<file path="config.mk">
export PLATFORM = sky130hd
export DESIGN_NAME = kct_ctrl
export DESIGN_NICKNAME = d
export VERILOG_FILES = /design/src/design/keyed_counter_table_core_assert.svh /design/src/design/kct_pkg.sv /design/src/design/kct_ctrl.sv
export SDC_FILE = /design/constraint.sdc
export NUM_CORES = 1
export LEC_CHECK = 0
export BUFFER_PORTS_ARGS = -buffer_cell sky130_fd_sc_hd__buf_2
export CORE_AREA = 5 5 42 44
export DETAILED_ROUTE_END_ITERATION = 16
export DIE_AREA = 0 0 47 49
export GPL_TIMING_DRIVEN = 0
export HOLD_SLACK_MARGIN = 0.15
export PLACE_DENSITY = 0.5
export SKIP_LAST_GASP = 1
export SLEW_MARGIN = 10
export SYNTH_ARGS = -nofsm -noshare
export SYNTH_HDL_FRONTEND = slang
export SYNTH_SLANG_ARGS = --single-unit
</file>
<file path="constraint.sdc">
create_clock -name clk -period 2.3 [get_ports clk]
set_input_delay 0.345 -clock clk [delete_from_list [all_inputs] [get_ports clk]]
set_output_delay 0.345 -clock clk [all_outputs]
set_load 0.01 [all_outputs]
</file>
<file path="src/design/keyed_counter_table_core_assert.svh">
// ----------------------------------------------------------------------------
// keyed_counter_table_core_assert.svh
// assertion macros for the keyed counter table core
// ----------------------------------------------------------------------------
`ifndef KEYED_COUNTER_TABLE_CORE_ASSERT_SVH
`define KEYED_COUNTER_TABLE_CORE_ASSERT_SVH

// same-cycle implication, sampled on clk, off during reset
`define KCT_ASSERT_NOW(lbl, ante, cons, msg) \
  lbl: assert property (@(posedge clk) disable iff (!rst_n) (ante) |-> (cons)) else $error(msg);

// next-cycle implication, sampled on clk, off during reset
`define KCT_ASSERT_NEXT(lbl, ante, cons, msg) \
  lbl: assert property (@(posedge clk) disable iff (!rst_n) (ante) |=> (cons)) else $error(msg);

`endif

</file>
<file path="src/design/kct_pkg.sv">
// ----------------------------------------------------------------------------
// kct_pkg
// types, codes and defaults for the keyed counter table
// ----------------------------------------------------------------------------
package kct_pkg;

  localparam int TABLE_DEPTH_DEF = 64;

  // item kinds
  localparam logic [2:0] KIND_ADOPT     = 3'd0;
  localparam logic [2:0] KIND_ADOPT_NIL = 3'd1;
  localparam logic [2:0] KIND_LOOKUP    = 3'd2;
  localparam logic [2:0] KIND_TAKE_MAX  = 3'd3;
  localparam logic [2:0] KIND_PEEK      = 3'd4;

  // result status codes
  localparam logic [1:0] ST_OK        = 2'd0;
  localparam logic [1:0] ST_NOT_FOUND = 2'd1;
  localparam logic [1:0] ST_FULL      = 2'd2;
  localparam logic [1:0] ST_ORDER     = 2'd3;

  typedef enum logic [2:0] {
    S_IDLE, S_DECODE, S_ADOPT, S_SRCH_RD, S_SRCH_CMP, S_ACT, S_PEEK_RD, S_PEEK_OUT
  } kct_state_t;

  typedef enum logic [1:0] {RD_MID, RD_LO, RD_IDX} kct_rd_sel_t;

  typedef struct packed {
    logic        capture;
    logic        adopt_pre;
    logic        srch_init;
    logic        srch_step;
    logic        act;
    logic        peek_init;
    logic        peek_emit;
    kct_rd_sel_t rd_sel;
  } kct_cmd_t;

  typedef struct packed {
    logic [2:0] kind;
    logic       adopt_ok;
    logic       srch_done;
    logic       out_free;
    logic       live_empty;
    logic       peek_end;
  } kct_stat_t;

endpackage

</file>
<file path="src/design/kct_ctrl.sv">
// ----------------------------------------------------------------------------
// kct_ctrl
// controller state machine: sequences search, update and peek steps
// ----------------------------------------------------------------------------
module kct_ctrl (
  input  logic              clk,
  input  logic              rst_n,
  input  logic              in_valid,
  output logic              in_ready,
  input  kct_pkg::kct_stat_t stat,
  output kct_pkg::kct_cmd_t  cmd
);

  kct_pkg::kct_state_t state_r, state_nxt;

  // state register
  always_ff @(posedge clk) begin
    if (!rst_n) begin
      state_r <= kct_pkg::S_IDLE;
    end else begin
      state_r <= state_nxt;
    end
  end

  // next state and commands
  always_comb begin
    state_nxt  = state_r;
    cmd        = '0;
    cmd.rd_sel = kct_pkg::RD_MID;
    in_ready   = 1'b0;
    case (state_r)
      kct_pkg::S_IDLE: begin
        in_ready = 1'b1;
        if (in_valid) begin
          cmd.capture = 1'b1;
          state_nxt   = kct_pkg::S_DECODE;
        end
      end
      kct_pkg::S_DECODE: begin
        case (stat.kind)
          kct_pkg::KIND_ADOPT: begin
            cmd.adopt_pre = 1'b1;
            state_nxt     = kct_pkg::S_ADOPT;
          end
          kct_pkg::KIND_LOOKUP, kct_pkg::KIND_TAKE_MAX: begin
            cmd.srch_init = 1'b1;
            state_nxt     = kct_pkg::S_SRCH_RD;
          end
          kct_pkg::KIND_PEEK: begin
            cmd.peek_init = 1'b1;
            state_nxt     = stat.live_empty ? kct_pkg::S_ACT : kct_pkg::S_PEEK_RD;
          end
          default: begin
            state_nxt = kct_pkg::S_ACT;
          end
        endcase
      end
      kct_pkg::S_ADOPT: begin
        if (stat.adopt_ok) begin
          cmd.srch_init = 1'b1;
          state_nxt     = kct_pkg::S_SRCH_RD;
        end else begin
          state_nxt = kct_pkg::S_ACT;
        end
      end
      kct_pkg::S_SRCH_RD: begin
        if (stat.srch_done) begin
          cmd.rd_sel = kct_pkg::RD_LO;
          state_nxt  = kct_pkg::S_ACT;
        end else begin
          state_nxt = kct_pkg::S_SRCH_CMP;
        end
      end
      kct_pkg::S_SRCH_CMP: begin
        cmd.srch_step = 1'b1;
        state_nxt     = kct_pkg::S_SRCH_RD;
      end
      kct_pkg::S_ACT: begin
        cmd.rd_sel = kct_pkg::RD_LO;
        if (stat.out_free) begin
          cmd.act   = 1'b1;
          state_nxt = kct_pkg::S_IDLE;
        end
      end
      kct_pkg::S_PEEK_RD: begin
        cmd.rd_sel = kct_pkg::RD_IDX;
        state_nxt  = kct_pkg::S_PEEK_OUT;
      end
      kct_pkg::S_PEEK_OUT: begin
        cmd.rd_sel = kct_pkg::RD_IDX;
        if (stat.out_free) begin
          cmd.peek_emit = 1'b1;
          state_nxt     = stat.peek_end ? kct_pkg::S_IDLE : kct_pkg::S_PEEK_RD;
        end
      end
      default: begin
        state_nxt = kct_pkg::S_IDLE;
      end
    endcase
  end

endmodule

</file>
# Yosys cells after proc, flatten, opt, wreduce, memory -nomap -nowiden
# Index checks and enable logic that the tools add are counted.
# W data, S select, Z words.
[totals]
reg_bits = 3
latchBits = 0
in_bits = 11
elab_cells = 44
romBits = 0
ram_bits = 0
memories = 0
[op_classes]
n_reduce_logical = 5
div_mod_pow = 0
shifts = 0
eq_ne = 13
muxes = 25
bitwise_logic = 0
addsub = 0
n_lt_le_gt_ge = 0
mul = 0
[op_table]
columns = ["cell", "n"]
rows = [
  ["$pmux W3 S8", 1],
  ["$eq A3 B3 Y1 const B", 5],
  ["$mux W1", 15],
  ["$mux W3", 5],
  ["$eq A3 B2 Y1 const B", 4],
  ["$pmux W3 S3", 1],
  ["$logic_not A3 Y1", 2],
  ["$ne A2 B2 Y1 const B", 3],
  ["$pmux W2 S3", 1],
  ["$reduce_or A2 Y1", 2],
  ["$eq A3 B1 Y1 const B", 1],
  ["$reduce_and A3 Y1", 1],
  ["$mux W2", 1],
  ["$pmux W1 S2", 1],
]

# Depth between registers and ports, before layout
# Gate-level depths: netlist of the first run.
[depth]
depth_word = 4
ltp_mapped = 4
mapped_depth_nobuf = 3

# Worst setup path after synthesis of the first run
# Ideal clock, no wire load.
[synth_timing]
path_kind = "reg-to-output"
from = "reg state_r[1]"
to = "out cmd[8] (netlist bit)"
path_slack_ns = 0.920
required_time_ns = 1.955
path_stages_with_launch = 4
arrival_time_ns = 1.035
cell_sequence = "dfxtp_1 > buf_4 > nor3_1 > and2_1"
[synth_rtl]
columns = ["element", "line", "text"]
rows = [
  ["from (decl)", "kct_ctrl.sv:14", "kct_pkg::kct_state_t state_r, state_nxt;"],
  ["from (signal assigned)", "kct_ctrl.sv:19", "state_r <= kct_pkg::S_IDLE;"],
  ["from (signal assigned)", "kct_ctrl.sv:21", "state_r <= state_nxt;"],
  ["to (decl)", "kct_ctrl.sv:11", "output kct_pkg::kct_cmd_t cmd"],
]

==> results of run 1 <==
==> through the flow <==
stage | utilization (%) | power (mW) | hold WS [ns] | instance area [um^2]
floorplan | - | 0.125 | 0.509 | 353
global placement | 33.8 | 0.158 | 0.556 | 473
detailed placement | 33.8 | 0.158 | 0.558 | 473
CTS | 35.6 | 0.255 | 0.391 | 499
global route | 35.6 | 0.273 | 0.413 | 499
finish | 35.6 | 0.251 | 0.387 | 499
==> worst min path at each step <==
stage	endpoint	from	cells past startpoint
6_report	state_r[0]	rst_n	3
5_1_grt	state_r[0]	rst_n	3
4_1_cts	state_r[0]	rst_n	3
3_5_place_dp	state_r[2]	state_r[2]	2
3_3_place_gp	state_r[2]	state_r[2]	2
2_1_floorplan	state_r[0]	rst_n	2
==> metal layers <==
| metal | global-route usage (%) | up-vias | wire, um |
|---|---|---|---|
| li1 | - | 212 | - |
| met1 | 12.5 | 162 | 440 |
| met2 | 11.8 | 18 | 369 |
| met3 | 1.48 | 2 | 84 |
| met4 | 4.15 | 0 | 21 |
| met5 | 0 | - | 0 |
==> synth_stat cells <==
cell type / number / area [um^2]
nand2_1: 4 / 15.0
o21ai_0: 1 / 5.00
nor2_2: 1 / 6.26
nor2_1: 3 / 11.3
nor2b_1: 3 / 18.8
a221oi_2: 1 / 15.0
or2_2: 1 / 6.26
and3_2: 1 / 7.51
nand3b_1: 2 / 15.0
a21boi_2: 1 / 11.3
nor3_1: 1 / 5.00
o211ai_1: 2 / 15.0
buf_4: 1 / 7.51
dfxtp_1: 3 / 60.1
inv_1: 3 / 11.3
o21ai_1: 1 / 5.00
a311oi_1: 1 / 8.76
and3_1: 1 / 6.26
nand4bb_1: 1 / 11.3
buf_6: 1 / 11.3
a21oi_1: 1 / 5.00
and2_1: 2 / 12.5
nand3_1: 2 / 10.0
nand3b_4: 1 / 20.0
a21o_1: 1 / 7.51
buf_2: 1 / 5.00
nor3b_2: 1 / 12.5
a31oi_1: 1 / 6.26
nand2b_1: 2 / 12.5
o2bb2ai_1: 1 / 8.76
==> critical path, stage by stage, from the launching register on <==
cell and delay [ns]:
dfxtp_1 0.31, buf_4 0.18, nor3_1 0.24, and2_1 0.15
buf_2 0.12
==> power by group through the flow <==
stage               clock (mW)  sequential [mW]  combinational, mW
floorplan                    0           0.0613             0.0641
global placement             0           0.0627             0.0956
detailed placement           0           0.0629             0.0955
CTS                     0.0965           0.0621             0.0960
global route             0.104           0.0627              0.106
finish                  0.0948           0.0619             0.0946
==> kinds of logic (layout without fill, tap and decap cells) <==
group,Yosys count,after routing,share of synthesized area (%)
flip-flops,3,3,17.0
buffers and inverters,6,30,9.93
AO/OA/AOI/OAI,11,11,24.8
AND/OR/NAND/NOR,26,26,48.2
==> area by class of cell <==
cell class	instances	area, um^2	share of cell area (%)
Clock buffer	4	26.3	5.26
Sequential cell	3	60.1	12.0
Inverter	3	11.3	2.26
Multi-Input combinational cell	37	258	51.6
Buffer	3	23.8	4.76
Timing Repair Buffer	20	100	20.1
Tap cell	16	20.0	4.01
==> out/results.ini, run 1 <==
[placed_design]
dpl.hpwl_um = 750
numPortBuffers = 20
place_inst = 82
pre_cts_ws_ns = 0.939
routabilityCongestion = 0.695

[worst_setup_path]
timing.rr.end = state_r[1]
end_kind = primary output
path_class = register to primary output
ff2ff_path_depth = 3
startpoint = state_r[1]
path_max_fanout = 10
worstPathRequired_ns = 1.96
start_kind = register
endpoint = cmd[8]
cp_data_arrival_time_ns = 1.24
timing.rr.start = state_r[0]
r2r_slack_ns = 1.15

[power]
intPower_mw = 0.168
switchingPower_mw = 0.0837
p_per_area_nw_per_um2 = 503
vdd_drop_max_v = 0.000188
combPwrFrac_pct = 37.6
seqPwrFrac_pct = 24.6
power.share.clock_pct = 37.7
switching_share_pct = 33.3
p_leak_nw = 0.257

[route]
first_pass_iters = 2
vias = 394
drc_errors = 0
viasPerCell = 4.58
ant_nets = 0
routed_wl_um = 916
drt_iter0_drc = 3
wl_per_cell_um = 10.7

[cts]
tritoncts = built
cts_hold_buf = 0
cts_resized = 0
clockBufferDepth = 2
cts_setup_buffers = 0
cts-root-buf = clkbuf_4
h-tree-depth = 1
numCtsBuffers = 3
clk_pin_slew_ns = 0.04
clock_latency_ns = 0.24
cts_sinks = 3

[floorplanning]
rows = 14
fp.dieH_um = 49
initial_core_util_pct = 25.2
core_um2 = 1400
dieWidth_um = 47
die_area_um2 = 2300
io_pins = 21

[final_layout]
nets = 82
areaGrowthSynthToFinish_pct = 41.5
regMostFlops = state_r
fin_cells = 86
diodes = 0
fill_cells = 167
largest_register_ffs = 3
layout_common_cells = buf_2 (21), nand2_1 (4)
largestRegisters = state_r (3)
drive_gt1_share_pct = 47.1
layout_commonest_cell = buf_2

[sta]
finClkSkew_ns = 0.00688
fin_setup_tns_ns = 0
min_period_over_period_pct = 69.0
max_freq_mhz = 630
setup_slack_ns = 0.713
rsz0062_at_grt = no
setup_viol = 0
finalHoldViolations = 0
drv_slew = 0
slew_headroom_pct = 84.5
period_minus_slack_ns = 1.59
tightest_slew_ns = 0.232

[logic_synthesis]
netlist_area_um2 = 353
ys.warnings.count = 0
ys_types = 30
synth_seq_area_share_pct = 17.0
synthesis.nets = 57
avgSynthCellArea_um2 = 7.67
synthCells = 46
ys_ff_latch = 3

[global_routing]
antenna_found_initial = 0
grt_first_pass_wirelength_mm = 1.50
grt_max_degree = 11
track_usage_pct = 8.58
overflow = 0
grt_pass1_vias = 368

[job]
maxCapViolCount = 0

[run_status]
status = complete, no violations

[worst_hold_path]
hp-class = primary input to register

No activity file was read; power rests on OpenSTA's default activity.
==> run 2, diff against run 1 <==
Settings changed: PLACE_DENSITY 0.5 to 0.52.
Clock period 2.3 ns to 1.3 ns, I/O delays scaled along.
==> run 2 against run 1 <==
The run now ends with negative setup slack left. Worst setup slack got worse by 0.77 ns. Routed wire length rose by 30%. Global-route usage rose by 1.8 points. Core utilization rose by 8.7 points. Cell area rose by 24%. Via count rose by 16%. Clock skew fell by 0.0053 ns. Sequential cell count did not move. Power rose by 100%. Critical path type unchanged. Largest power group is now combinational cells.
==> out/results.ini, run 2 (synthesized netlist as in run 1, its figures left out) <==
[final_layout]
nets = 92  ; +12%
regMostFlops = state_r
drive_gt1_share_pct = 61.3  ; +14 points
stdcell_area_um2 = 621  ; +24%
layout_commonest_cell = buf_2
layout_common_cells = buf_2 (20), buf_4 (9), buf_6 (4), nand2_1 (4)
largest_register_ffs = 3  ; unchanged
largestRegisters = state_r (3)
diodes = 0  ; unchanged
areaGrowthSynthToFinish_pct = 75.9

[cts]
cts_hold_buf = 0  ; unchanged
clockBufferDepth = 2  ; unchanged
cts-root-buf = clkbuf_4
cts_sinks = 3  ; unchanged
numCtsBuffers = 3  ; unchanged
tritoncts = built
clock_latency_ns = 0.24  ; about the same
h-tree-depth = 1  ; unchanged
clk_pin_slew_ns = 0.04  ; about the same

[worst_setup_path]
cp_data_arrival_time_ns = 1.16  ; -0.08 ns
start_kind = register
worstPathRequired_ns = 1.11  ; -0.85 ns
cp_cell_sequence = buf_6 > nor3_2 > and2_1 > buf_2
path_class = register to primary output
end_kind = primary output
r2r_slack_ns = 0.02  ; -1.13 ns
cpPeakStageDelay_ns = 0.32  ; about the same
path_delay_family = simple AND/OR/NAND/NOR gates
critPathBufInv = 2  ; unchanged
timing.rr.start = state_r[0]
timing.rr.end = state_r[1]
ff2ff_path_depth = 6  ; +3
path_max_fanout = 7  ; -3
crit_slowest_cell = dfxtp_2

[run_status]
status = complete, but fails checks
violations = negative setup slack

[floorplanning]
dieWidth_um = 47  ; unchanged
io_pins = 21  ; unchanged
rows = 14  ; unchanged
die_area_um2 = 2300  ; unchanged
fp.dieH_um = 49  ; unchanged
initial_core_util_pct = 25.2  ; unchanged
core_um2 = 1400  ; unchanged

[sta]
setup_slack_ns = -0.0538  ; -0.767 ns
whs_ns = 0.266  ; -0.122 ns
rsz0062_at_grt = yes
slew_headroom_pct = 86.6  ; +2.1 points
finalHoldViolations = 0  ; unchanged
drv_slew = 0  ; unchanged
setup_viol = 8  ; +8
period_minus_slack_ns = 1.35
max_freq_mhz = 739
min_period_over_period_pct = 104
fin_setup_tns_ns = -0.279  ; -0.279 ns
tightest_slew_ns = 0.201  ; -0.0311 ns
finClkSkew_ns = 0.00160  ; -0.00528 ns

[worst_hold_path]
min_to = state_r[0]
hold_depth = 3  ; unchanged
hp-class = primary input to register
worstHoldStart = rst_n

[job]
maxCapViolCount = 0  ; unchanged

[placed_design]
numPortBuffers = 20  ; unchanged
dpl.hpwl_um = 763  ; +1.7%
routabilityCongestion = 0.728  ; +4.6%
dpl_cell_area_um2 = 473  ; unchanged

[global_routing]
grt_pass1_vias = 446  ; +21%
grt_max_degree = 8  ; -3
overflow = 0  ; unchanged
antenna_found_initial = 0  ; unchanged
grt_first_pass_wirelength_mm = 1.78  ; +18%
track_usage_pct = 10.4  ; +1.8 points

[route]
ant_nets = 0  ; unchanged
drt_iter0_drc = 4  ; +1
wl_per_cell_um = 12.4  ; +16%
viasPerCell = 4.76  ; +3.9%
vias = 457  ; +16%
routed_wl_mm = 1.19  ; +30%
first_pass_iters = 3  ; +1
drc_errors = 0  ; unchanged

[power]
p_leak_nw = 0.325  ; +26%
p_per_area_nw_per_um2 = 822  ; +63%
vdd_drop_max_v = 0.000281  ; +50%

==> run 2: cell types whose count changed in the layout (fill, tap and decap cells not counted), sizes merged <==
| cell | previous run | this run |
|---|---|---|
| buf | 23 | 33 |
==> run 2: final cells by class <==
cell class,count,area (um^2)
multi-input cells,37,287
inverters,3,11.3
flip-flops and latches,3,63.8
plain buffers,3,33.8
well taps,16,20.0
repair buffers,30,179
clock buffers,4,26.3
fillers,167,781
==> run 2: stage by stage <==
stage	util [%]	power [mW]	cells	worst slack, ns
global placement	33.8	0.280	82	0.125
finish	44.3	0.510	96	-0.0538
CTS	41.3	0.492	93	-0.0535
detailed placement	33.8	0.281	82	0.115
floorplan	-	0.222	46	0.0699
global route	44.3	0.540	96	-0.113
==> run 2: layer usage <==
layer  up-vias  wire length (um)  track usage (%)
li1        233                 -                -
met1       203               535             12.0
met2        19               560             17.4
met3         2                74             1.48
met4         0                17             5.53
met5         -                 0                0
==> run 2: what timing repair did <==
action	CTS	global route
gates cloned	1	0
endpoints found under the setup margin	9	10
setup buffers	6	3
gates resized for setup	9	5
pin swaps	1	0
==> run 2: worst max path at each step <==
| stage | startpoint | to | slack (ns) | depth (start not counted) |
|---|---|---|---|---|
| after CTS | state_r[1] | cmd[8] | -0.05 | 4 |
| after global routing | state_r[1] | cmd[8] | -0.11 | 4 |
| after detailed placement | state_r[1] | cmd[8] | 0.11 | 4 |
| final | state_r[1] | cmd[8] | -0.05 | 4 |
| after floorplan | state_r[1] | cmd[8] | 0.07 | 3 |
| after global placement | state_r[1] | cmd[8] | 0.12 | 4 |
==> run 2: worst reg2reg max path: stages (launching register included) <==
cell and delay, ns:
dfxtp_2 0.33, buf_6 0.12, nand3b_4 0.14, a21o_1 0.16
buf_4 0.13, buf_4 0.12, a311oi_2 0.19
==> run 2: power breakdown <==
| part | internal, mW | switching [mW] |
|---|---|---|
| Clock | 0.115 | 0.0548 |
| Sequential | 0.104 | 0.0106 |
| Combinational | 0.118 | 0.108 |
| Total | 0.337 | 0.173 |
==> run 3, diff against run 2 <==
==> constraint.sdc (replaced) <==
create_clock -name clk -period 1.3 [get_ports clk]
set_input_delay 0.195 -clock clk [delete_from_list [all_inputs] [get_ports clk]]
set_output_delay 0.195 -clock clk [all_outputs]
set_load 0.05 [all_outputs]
==> run 3 against run 2 <==
The run still ends with negative setup slack left. Critical path depth is the same. Cell area is 14% higher. Clock power fell by 5%.
==> out/results.ini, run 3 (synthesized netlist as in run 1, its figures left out) <==
[run_status]
status = complete, but fails checks
violations = negative setup slack

[floorplanning]
die_area_um2 = 2300  ; unchanged
rows = 14  ; unchanged
core_um2 = 1400  ; unchanged
io_pins = 21  ; unchanged
dieWidth_um = 47  ; unchanged
fp.dieH_um = 49  ; unchanged
initial_core_util_pct = 25.2  ; unchanged

[sta]
setup_slack_ns = -0.112  ; -0.0579 ns
rsz0062_at_grt = yes
slew_headroom_pct = 84.5  ; -2.1 points
min_period_over_period_pct = 109  ; +4.5 points
finalHoldViolations = 0  ; unchanged
finClkSkew_ns = 0.00335  ; +0.00175 ns
drv_slew = 0  ; unchanged
tightest_slew_ns = 0.231  ; +0.0301 ns
period_minus_slack_ns = 1.41  ; +0.0579 ns
whs_ns = 0.236  ; -0.0293 ns
setup_viol = 7  ; -1
fin_setup_tns_ns = -0.580  ; -0.301 ns
max_freq_mhz = 708  ; -4.1%

[placed_design]
pre_cts_ws_ns = -0.0431  ; -0.158 ns
numPortBuffers = 20  ; unchanged
dpl.hpwl_um = 764  ; about the same
routabilityCongestion = 0.781  ; +7.4%
place_inst = 82  ; unchanged
dpl_cell_area_um2 = 494  ; +4.5%

[final_layout]
largestRegisters = state_r (3)
layout_commonest_cell = buf_2
nets = 90  ; -2.2%
layout_common_cells = buf_2 (10), buf_6 (9), buf_4 (8)
stdcell_area_um2 = 704  ; +14%
drive_gt1_share_pct = 65.4  ; +4.1 points
largest_register_ffs = 3  ; unchanged
fin_cells = 94  ; -2.1%
diodes = 0  ; unchanged
regMostFlops = state_r
final_util_pct = 50.3  ; +6.0 points
areaGrowthSynthToFinish_pct = 99.6
fill_cells = 163  ; -2.4%

[global_routing]
overflow = 0  ; unchanged
grt_first_pass_wirelength_mm = 1.79  ; +0.39%
grt_pass1_vias = 484  ; +8.5%
grt_max_degree = 10  ; +2
track_usage_pct = 10.6  ; +0.16 points
antenna_found_initial = 0  ; unchanged

[cts]
clk_pin_slew_ns = 0.04  ; about the same
numCtsBuffers = 3  ; unchanged
clock_latency_ns = 0.23  ; about the same
cts-root-buf = clkbuf_4
cts_hold_buf = 0  ; unchanged
clockBufferDepth = 2  ; unchanged
tritoncts = built
h-tree-depth = 1  ; unchanged
cts_sinks = 3  ; unchanged

[route]
wl_per_cell_um = 11.4  ; -7.8%
vias = 448  ; -2.0%
first_pass_iters = 4  ; +1
drt_iter0_drc = 14  ; +10
routed_wl_mm = 1.07  ; -9.7%
drc_errors = 0  ; unchanged
viasPerCell = 4.77  ; +0.12%
ant_nets = 0  ; unchanged

[worst_setup_path]
path_max_fanout = 8  ; +1
path_class = register to primary output
worstPathRequired_ns = 1.11  ; about the same
cp_data_arrival_time_ns = 1.22  ; +0.06 ns
start_kind = register
ff2ff_path_depth = 5  ; -1
end_kind = primary output

[power]
p_leak_nw = 0.322  ; -0.80%
p_per_area_nw_per_um2 = 867  ; +5.5%
total_power_mw = 0.611  ; +20%
vdd_drop_max_v = 0.000540  ; +92%

[job]
maxCapViolCount = 0  ; unchanged

[worst_hold_path]
hp-class = primary input to register
hold_depth = 3  ; unchanged

[run 3: changes by cell type in the layout (fill, tap and decap cells not counted), sizes merged]
| cell | before | now |
|---|---|---|
| buf | 33 | 31 |
[run 3: worst max-delay path, cell delays in order, from the launching register on]
cell,delay (ns)
dfxtp_2,0.33
buf_8,0.14
nor3_4,0.20
and2_4,0.17
buf_8,0.14
[run 3: area by class of cell]
type	count	area [um^2]	area share, %
Tap cell	16	20.0	2.84
Timing Repair Buffer	28	234	33.2
Multi-Input combinational cell	37	312	44.2
Buffer	3	37.5	5.33
Clock buffer	4	26.3	3.73
Inverter	3	11.3	1.60
Sequential cell	3	63.8	9.06
[run 3: path summary, 6_finish.rpt]
| kind | start | slack [ns] | end |
|---|---|---|---|
| max | state_r[1] | -0.11 | cmd[8] |
| min | rst_n | 0.24 | state_r[0] |
| max reg2reg | state_r[0] | 0.05 | state_r[0] |
| min reg2reg | state_r[1] | 0.67 | state_r[0] |
[run 3: power by group]
group          switching, mW  total [mW]  internal, mW  leakage, nW
clock network         0.0473       0.162         0.115       0.0150
registers            0.00995       0.114         0.104       0.0258
logic                  0.178       0.335         0.157        0.281
[run 3: what timing repair did]
| item | 4_1_cts | 5_1_grt |
|---|---|---|
| endpoints found under the setup margin | 10 | 11 |
| buffers inserted | 5 | 3 |
| cloned | 0 | 0 |
| pin swaps | 4 | 4 |
| endpoints found under the hold margin | 0 | 0 |
| resized for setup | 24 | 14 |
[run 3: per-layer routing]
| layer | global-route usage [%] | vias up | share of wire [%] |
|---|---|---|---|
| li1 | - | 225 | - |
| met1 | 13.4 | 205 | 43 |
| met2 | 14.7 | 18 | 49 |
| met3 | 2.21 | 0 | 8.1 |
| met4 | 8.29 | 0 | 0 |
| met5 | 0 | - | 0 |
